### src/rtl/core/ntx_pkg.sv
// ----------------------------------------------------------------------------
// ntx_pkg
// Shared types and constants of the neighbor table with expiry.
// ----------------------------------------------------------------------------
`default_nettype none
package ntx_pkg;
	localparam int TABLE_DEPTH = 16;
	localparam int IDX_W = $clog2(TABLE_DEPTH);
	localparam int CNT_W = IDX_W + 1;

	localparam logic [2:0] OP_UPDATE = 3'd0;
	localparam logic [2:0] OP_QUERY  = 3'd1;
	localparam logic [2:0] OP_TXERR  = 3'd2;
	localparam logic [2:0] OP_LOOKUP = 3'd3;
	localparam logic [2:0] OP_PURGE  = 3'd4;

	typedef struct packed {
		logic [2:0]  op;
		logic [31:0] ip_addr;
		logic [47:0] mac_addr;
		logic [31:0] lifetime;
		logic [31:0] current_time;
	} cmd_t;

	typedef struct packed {
		logic        kind;
		logic [31:0] result_ip;
		logic        found;
		logic [31:0] remaining_time;
		logic        table_full;
		logic        last;
	} res_t;

	typedef struct packed {
		logic [31:0] ip;
		logic [47:0] mac;
		logic [31:0] expiry;
	} entry_t;

	typedef enum logic [1:0] {
		ST_IDLE,
		ST_SCAN,
		ST_PURGE,
		ST_ANSWER
	} ntx_state_t;
endpackage
`default_nettype wire

### src/rtl/core/neighbor_table_with_expiry.sv
// ----------------------------------------------------------------------------
// neighbor_table_with_expiry
// Ordered neighbor table with expiry, MAC resolution and link-closed reports.
// ----------------------------------------------------------------------------
// An item is taken on start while busy is low; busy stays high until the
// item's answer has been produced. Results leave one per cycle on res with
// res_valid high for one cycle; reports (kind 0) come first, the answer
// (kind 1, last 1) ends every item. The receiver cannot stall.
// Entries live in one RAM with a registered read; every defined operation
// walks the stored entries once at one read per cycle, update walks twice on
// a miss (search, then purge with in-place compaction), with count <= 16.
// A report passes the RAM read register and then the result register.
// report_failures is written on the cfg channel, always ready; the user must
// write it only while idle, which the block itself does not enforce.
// Reset empties the table and clears report_failures; no clearing pass.
// ----------------------------------------------------------------------------
`default_nettype none
module neighbor_table_with_expiry (
	input  wire logic          clk,
	input  wire logic          arst_n,
	input  wire logic          start,
	output logic               busy,
	input  wire ntx_pkg::cmd_t cmd,
	input  wire logic          cfg_valid,
	output logic               cfg_ready,
	input  wire logic          cfg_data,
	output logic               res_valid,
	output ntx_pkg::res_t      res
);
	import ntx_pkg::*;

	ntx_state_t state_q, state_d;
	cmd_t       cmd_q;
	logic [31:0] exp_q;
	logic       report_q;
	logic [CNT_W-1:0] count_q, rd_q, wr_q;
	logic       vld_s1;
	logic [IDX_W-1:0] idx_s1;
	logic       hit_q, full_q;
	logic [IDX_W-1:0] hit_idx_q;
	entry_t     hit_ent_q;
	logic [31:0] rem_q;
	logic       res_valid_q;
	res_t       res_q;

	entry_t     rd_ent, wdata;
	logic       we;
	logic [IDX_W-1:0] waddr;
	logic       res_v;
	res_t       res_d;
	logic       issue, walk_done, gone, match;
	logic [32:0] sum;
	entry_t     merged;

	ntx_ram #(.WIDTH($bits(entry_t)), .DEPTH(TABLE_DEPTH)) u_ram (
		.clk   (clk),
		.we    (we),
		.waddr (waddr),
		.wdata (wdata),
		.raddr (rd_q[IDX_W-1:0]),
		.rdata (rd_ent)
	);

	assign sum       = {1'b0, cmd.current_time} + {1'b0, cmd.lifetime};
	assign issue     = (state_q == ST_SCAN || state_q == ST_PURGE) && (rd_q < count_q);
	assign walk_done = !issue && !vld_s1;
	assign gone      = (rd_ent.expiry < cmd_q.current_time)
		|| (cmd_q.op == OP_TXERR && rd_ent.mac == cmd_q.mac_addr);
	assign match     = (cmd_q.op == OP_UPDATE) ? (rd_ent.ip == cmd_q.ip_addr)
		: (rd_ent.mac == cmd_q.mac_addr);

	always_comb begin
		merged.ip     = hit_ent_q.ip;
		merged.mac    = (hit_ent_q.mac == 48'd0) ? cmd_q.mac_addr : hit_ent_q.mac;
		merged.expiry = (exp_q > hit_ent_q.expiry) ? exp_q : hit_ent_q.expiry;
	end

	// next state
	always_comb begin
		state_d = state_q;
		case (state_q)
			ST_IDLE: begin
				if (start) begin
					case (cmd.op)
						OP_UPDATE, OP_LOOKUP: state_d = ST_SCAN;
						OP_QUERY, OP_TXERR, OP_PURGE: state_d = ST_PURGE;
						default: state_d = ST_ANSWER;
					endcase
				end
			end
			ST_SCAN: begin
				if (walk_done) begin
					state_d = (cmd_q.op == OP_UPDATE && !hit_q) ? ST_PURGE : ST_ANSWER;
				end
			end
			ST_PURGE: begin
				if (walk_done) begin
					state_d = ST_ANSWER;
				end
			end
			ST_ANSWER: state_d = ST_IDLE;
			default: state_d = ST_IDLE;
		endcase
	end

	// outputs
	always_comb begin
		we    = 1'b0;
		waddr = wr_q[IDX_W-1:0];
		wdata = rd_ent;
		res_v = 1'b0;
		res_d = '0;
		case (state_q)
			ST_PURGE: begin
				if (vld_s1) begin
					if (gone) begin
						res_v          = report_q;
						res_d.result_ip = rd_ent.ip;
					end else begin
						we = 1'b1;
					end
				end
			end
			ST_ANSWER: begin
				res_v      = 1'b1;
				res_d.kind = 1'b1;
				res_d.last = 1'b1;
				if (cmd_q.op == OP_LOOKUP && hit_q) begin
					res_d.found     = 1'b1;
					res_d.result_ip = hit_ent_q.ip;
				end
				if (cmd_q.op == OP_QUERY && hit_q) begin
					res_d.found          = 1'b1;
					res_d.remaining_time = rem_q;
				end
				if (cmd_q.op == OP_UPDATE) begin
					if (hit_q) begin
						we    = 1'b1;
						waddr = hit_idx_q;
						wdata = merged;
					end else if (full_q) begin
						res_d.table_full = 1'b1;
					end else begin
						we    = 1'b1;
						waddr = count_q[IDX_W-1:0];
						wdata = '{ip: cmd_q.ip_addr, mac: cmd_q.mac_addr, expiry: exp_q};
					end
				end
			end
			default: begin
			end
		endcase
	end

	always_ff @(posedge clk or negedge arst_n) begin
		if (!arst_n) begin
			state_q     <= ST_IDLE;
			report_q    <= 1'b0;
			count_q     <= '0;
			rd_q        <= '0;
			wr_q        <= '0;
			vld_s1      <= 1'b0;
			hit_q       <= 1'b0;
			full_q      <= 1'b0;
			res_valid_q <= 1'b0;
		end else begin
			state_q     <= state_d;
			res_valid_q <= res_v;
			if (cfg_valid && cfg_ready) begin
				report_q <= cfg_data;
			end
			case (state_q)
				ST_IDLE: begin
					if (start) begin
						rd_q   <= '0;
						wr_q   <= '0;
						hit_q  <= 1'b0;
						vld_s1 <= 1'b0;
						full_q <= (count_q == CNT_W'(TABLE_DEPTH));
					end
				end
				ST_SCAN: begin
					vld_s1 <= issue;
					if (vld_s1 && match && !hit_q) begin
						hit_q <= 1'b1;
					end
					if (walk_done) begin
						rd_q <= '0;
					end else begin
						rd_q <= rd_q + CNT_W'(issue);
					end
				end
				ST_PURGE: begin
					rd_q   <= rd_q + CNT_W'(issue);
					vld_s1 <= issue;
					if (vld_s1 && !gone) begin
						wr_q <= wr_q + CNT_W'(1);
						if (cmd_q.op == OP_QUERY && rd_ent.ip == cmd_q.ip_addr && !hit_q) begin
							hit_q <= 1'b1;
						end
					end
					if (walk_done) begin
						count_q <= wr_q;
					end
				end
				ST_ANSWER: begin
					if (cmd_q.op == OP_UPDATE && !hit_q && !full_q) begin
						count_q <= count_q + CNT_W'(1);
					end
				end
				default: begin
				end
			endcase
		end
	end

	// payload registers
	always_ff @(posedge clk) begin
		res_q <= res_d;
		if (state_q == ST_IDLE && start) begin
			cmd_q <= cmd;
			exp_q <= sum[32] ? 32'hFFFF_FFFF : sum[31:0];
		end
		if (issue) begin
			idx_s1 <= rd_q[IDX_W-1:0];
		end
		if (state_q == ST_SCAN && vld_s1 && match && !hit_q) begin
			hit_idx_q <= idx_s1;
			hit_ent_q <= rd_ent;
		end
		if (state_q == ST_PURGE && vld_s1 && !gone && !hit_q) begin
			rem_q <= rd_ent.expiry - cmd_q.current_time;
		end
	end

	assign busy      = (state_q != ST_IDLE);
	assign cfg_ready = 1'b1;
	assign res_valid = res_valid_q;
	assign res       = res_q;

	a_count_range: assert property (@(posedge clk) disable iff (!arst_n)
		count_q <= CNT_W'(TABLE_DEPTH))
		else $error("entry count beyond table depth");

	a_compact_order: assert property (@(posedge clk) disable iff (!arst_n)
		state_q == ST_PURGE |-> wr_q <= rd_q)
		else $error("compaction write overtook read");

	a_answer_from_state: assert property (@(posedge clk) disable iff (!arst_n)
		res_valid_q && res_q.last |-> $past(state_q == ST_ANSWER))
		else $error("answer outside answer state");

	a_one_answer: assert property (@(posedge clk) disable iff (!arst_n)
		state_q == ST_ANSWER |=> state_q == ST_IDLE)
		else $error("answer state held");
endmodule
`default_nettype wire

### src/rtl/core/ntx_ram.sv
// ----------------------------------------------------------------------------
// ntx_ram
// Generic single write, single read RAM with registered read data.
// ----------------------------------------------------------------------------
`default_nettype none
module ntx_ram #(
	parameter int WIDTH = 8,
	parameter int DEPTH = 16
) (
	input  wire logic                     clk,
	input  wire logic                     we,
	input  wire logic [$clog2(DEPTH)-1:0] waddr,
	input  wire logic [WIDTH-1:0]         wdata,
	input  wire logic [$clog2(DEPTH)-1:0] raddr,
	output logic      [WIDTH-1:0]         rdata
);
	logic [WIDTH-1:0] mem [DEPTH];

	always_ff @(posedge clk) begin
		if (we) begin
			mem[waddr] <= wdata;
		end
		rdata <= mem[raddr];
	end
endmodule
`default_nettype wire
### config.mk
export PLATFORM = sky130hd
export DESIGN_NAME = neighbor_table_with_expiry
export DESIGN_NICKNAME = d
export VERILOG_FILES = /design/src/rtl/core/ntx_pkg.sv /design/src/rtl/core/neighbor_table_with_expiry.sv /design/src/rtl/core/ntx_ram.sv
export SDC_FILE = /design/constraint.sdc
export NUM_CORES = 2
export LEC_CHECK = 0
export BUFFER_PORTS_ARGS = -buffer_cell sky130_fd_sc_hd__buf_2
export CAP_MARGIN = 0
export CORE_ASPECT_RATIO = 0.7
export CORE_MARGIN = 2
export CORE_UTILIZATION = 55
export DETAILED_ROUTE_END_ITERATION = 7
export PLACE_DENSITY = 0.7
export SYNTH_ARGS = -nofsm -noshare
export SYNTH_HDL_FRONTEND = slang
export SYNTH_HIERARCHICAL = 1
export SYNTH_SLANG_ARGS = --single-unit
### constraint.sdc
create_clock -name clk -period 26.9 [get_ports clk]
set_input_delay 5.38 -clock clk [delete_from_list [all_inputs] [get_ports clk]]
set_output_delay 5.38 -clock clk [all_outputs]
set_load 0.1 [all_outputs]
==> impl_metrics.yaml <==
run_status:
  run_status: "completed"
global_route:
  grt_pass1_wl_um: 320900
  grt_antenna_before_repair: 6
  grt-ovfl-total: 0
  grt_pass1_vias: 47470
  grtUsageTotal: 0.2615
  grt_max_degree: 138
sta:
  rsz0062_at_grt: "false"
  fin_crit_sh: 0.2915
  setup_tns_ns: 0
  fmax_mhz: 127.5
  setup_viol: 0
  slew_violations: 0
  tightest_slew_ns: 1.381
  slew_headroom: 0.07944
  skew_ns: 0.03191
  post-route-min-period_ns: 7.842
  finalHoldViolCount: 0
  holdWs_ns: 0.4244
pwr:
  cellPowerDensity_nw_per_um2: 88.85
  switching_share: 0.2734
  leakage_nw: 33.19
  combPwrFrac: 0.173
  p_int_mw: 6.550
  net-switching-power_mw: 2.464
  p_seq_frac: 0.500
  ir_drop_v: 0.00007139
  p_clk_frac: 0.327
run:
  max-cap-violations: 0
clock_network:
  cts-hold-fix-buffers: 0
  path_clk_slew_ns: 0.06
  cts.sinks: 2292
  postCtsSetupBuffers: 0
  ctsResizeCount: 0
  ctsHtreeMaxLevel: 4
  clk-insertion-delay-late_ns: 0.85
  cts_buffer_depth: 3
  numCtsBuffers: 202
  cts_root_buffer: "clkbuf_16"
  cts_tree: "built"
cells_and_area:
  stdcell_count: 7574
  seq_area_um2: 66940
  final_util: 0.6215
  area_growth_pct: 12.17
  drive_above_1_share: 0.2275
  fillers: 11350
  nNetsFinal: 5461
  multi_input_area_um2: 21960
routing:
  drtIter0Drc: 6835
  routed_wl_um: 219900
  vias: 49210
  first_pass_iters: 6
  wl_per_cell_um: 29.04
  viasPerCell: 6.497
  ant_nets: 0
  drc: 0
setup_path:
  arrival_ns: 8.40
  setup.worst_path.end_class: "flop"
  cpMaxStageDelayCell: "nand3_1"
  critPathMaxFanout: 31
  cp-start-kind: "input port"
  cp.required_ns: 27.46
  cp_top_family: "compound AO/OA/AOI/OAI gates"
  max_stage_delay_ns: 0.46
  crit_chain: "buf_2 -> ha_1 -> inv_1 -> fa_1 -> nor2b_1 -> o31a_1 -> o311ai_1 -> nand3_1 -> o22ai_2 -> o31ai_4 -> a31oi_2 -> buf_4 -> o21ai_0"
  crit_type: "input port to flop"
  cp_num_buf_inv: 3
floorplan:
  coreArea_um2: 163200
  die_x_um: 488.7
  initial_core_util: 0.5541
  placementRows: 124
  pin_count: 223
  die_h_um: 343.3
  die-area_um2: 167700
synthesis:
  async_flop_share: 0.009599
  synth_cell_types: 85
  synth_fp_nets: 5127
  syn_inst: 4863
  synth_area_per_cell_um2: 18.60
  synth_area_um2: 90440
  yosys_warnings: 6
  synth-seq-area-share: 0.7400
  synth_flop_cell: "edfxtp_1"
  synth-seq-cells: 2292
  synth_edf_count: 2091
placed_design:
  hpwl_um: 116700
  port_buffers: 221
  gp_congestion: 0.8913
  dp.cells: 7198
min_path:
  worstHoldPathType: "flop to flop"
layer usage:
layer / vias to the layer above / wire [µm] / track usage
li1: 20560 / - / -
met1: 25510 / 93670 / 0.4148
met2: 2830 / 98300 / 0.3825
met3: 300 / 24230 / 0.04836
met4: 8 / 3687 / 0.05644
met5: - / 56 / 0
per-stage QoR:
step	cell area (µm²)	total power, mW	setup slack, ns
2_1_floorplan	90440	5.619	15.84
3_3_place_gp	94690	6.082	18.31
3_5_place_dp	94690	6.120	18.29
4_1_cts	101400	9.038	19.08
5_1_grt	101400	9.324	18.93
6_report	101400	9.014	19.06
registers in the layout, indices dropped and copies added, names as in the netlist:
signal / flops
hit_ent_q: 112
rd_q: 5
rem_q: 32
vld_s1: 1
full_q: 1
hit_q: 1
state_q: 2
wr_q: 5
u_ram/rdata: 112
res_valid: 1
u_ram/mem: 1792
hit_idx_q: 4
res: 67
report_q: 1
exp_q: 32
idx_s1: 4
count_q: 5
cmd_q: 115
worst register-to-register path, delay by kind of cell, from the launching register on:
kind                     cells  cell delay [ns]
AO/OA/AOI/OAI                2             0.36
buffers and inverters        4             3.07
AND/OR/NAND/NOR              4             2.52
flip-flops                   1             0.41
adder cells (fa/ha/maj)      1             0.56
final cells by class:
cell class / instances / share of cell area
clock buffers: 266 / 0.05574
repair buffers: 392 / 0.02491
inverters: 135 / 0.005057
flip-flops and latches: 2292 / 0.6598
multi-input cells: 2174 / 0.2164
clock inverters: 109 / 0.01082
well taps: 2205 / 0.02720
diodes: 1 / 0.00002467
kinds of logic after synthesis:
kind of cell | Yosys count | share of synthesized area
AND/OR/NAND/NOR | 603 | 0.03229
flip-flops | 2292 | 0.7400
AO/OA/AOI/OAI | 871 | 0.06700
other | 1 | 0.00004146
adder cells (fa/ha/maj) | 112 | 0.01566
multiplexers | 463 | 0.1133
buffers and inverters | 397 | 0.01973
XOR/XNOR | 124 | 0.01201
synth_stat cells (47+ instances only):
library cell  count  area share
a21oi_1         178      0.0099
a221oi_1         47      0.0046
a22oi_1         258       0.021
clkbuf_1        145      0.0060
dfxtp_1         179       0.040
edfxtp_1       2091        0.69
ha_1            110       0.015
inv_1           133      0.0055
mux4_2          448        0.11
nand2_1         191      0.0079
nor2_1          108      0.0045
nor3_1           89      0.0049
o21ai_0          82      0.0045
o22ai_1          85      0.0059
xnor2_1          61      0.0059
xor2_1           63      0.0061
layout by cell type (no fill, tap or decap), drive strengths merged, types with 35 or more instances in the layout:
cell type / n
mux4: 448
and3: 38
inv: 150
clkbuf: 266
a21o: 45
nor4: 35
ha: 110
nand2: 191
clkinv: 69
buf: 392
o22ai: 86
edfxtp: 2091
a21oi: 179
nor3: 89
xor2: 63
o21ai: 88
dfxtp: 179
nor2: 108
xnor2: 61
a22oi: 258
and2: 41
a221oi: 48
power groups by stage:
stage | sequential [mW] | combinational [mW] | clock (mW)
6_report | 4.51 | 1.56 | 2.95
5_1_grt | 4.52 | 1.68 | 3.12
4_1_cts | 4.51 | 1.55 | 2.98
3_5_place_dp | 4.58 | 1.54 | 0
3_3_place_gp | 4.57 | 1.51 | 0
2_1_floorplan | 4.63 | 0.991 | 0
worst paths after layout:
| kind | from | to | slack [ns] | depth (start not counted) |
|---|---|---|---|---|
| min in group asynchronous | arst_n | report_q | 4.55 | 1 |
| min | idx_s1[1] | hit_idx_q[1] | 0.42 | 0 |
| max in group asynchronous | arst_n | rd_q[1] | 21.83 | 1 |
| max reg2reg | state_q[0] | u_ram/mem[6][91] | 19.54 | 11 |
| min reg2reg | idx_s1[1] | hit_idx_q[1] | 0.42 | 0 |
| max | cmd[0] | exp_q[6] | 19.06 | 13 |
Note: power is estimated with default switching activity, not from simulation.
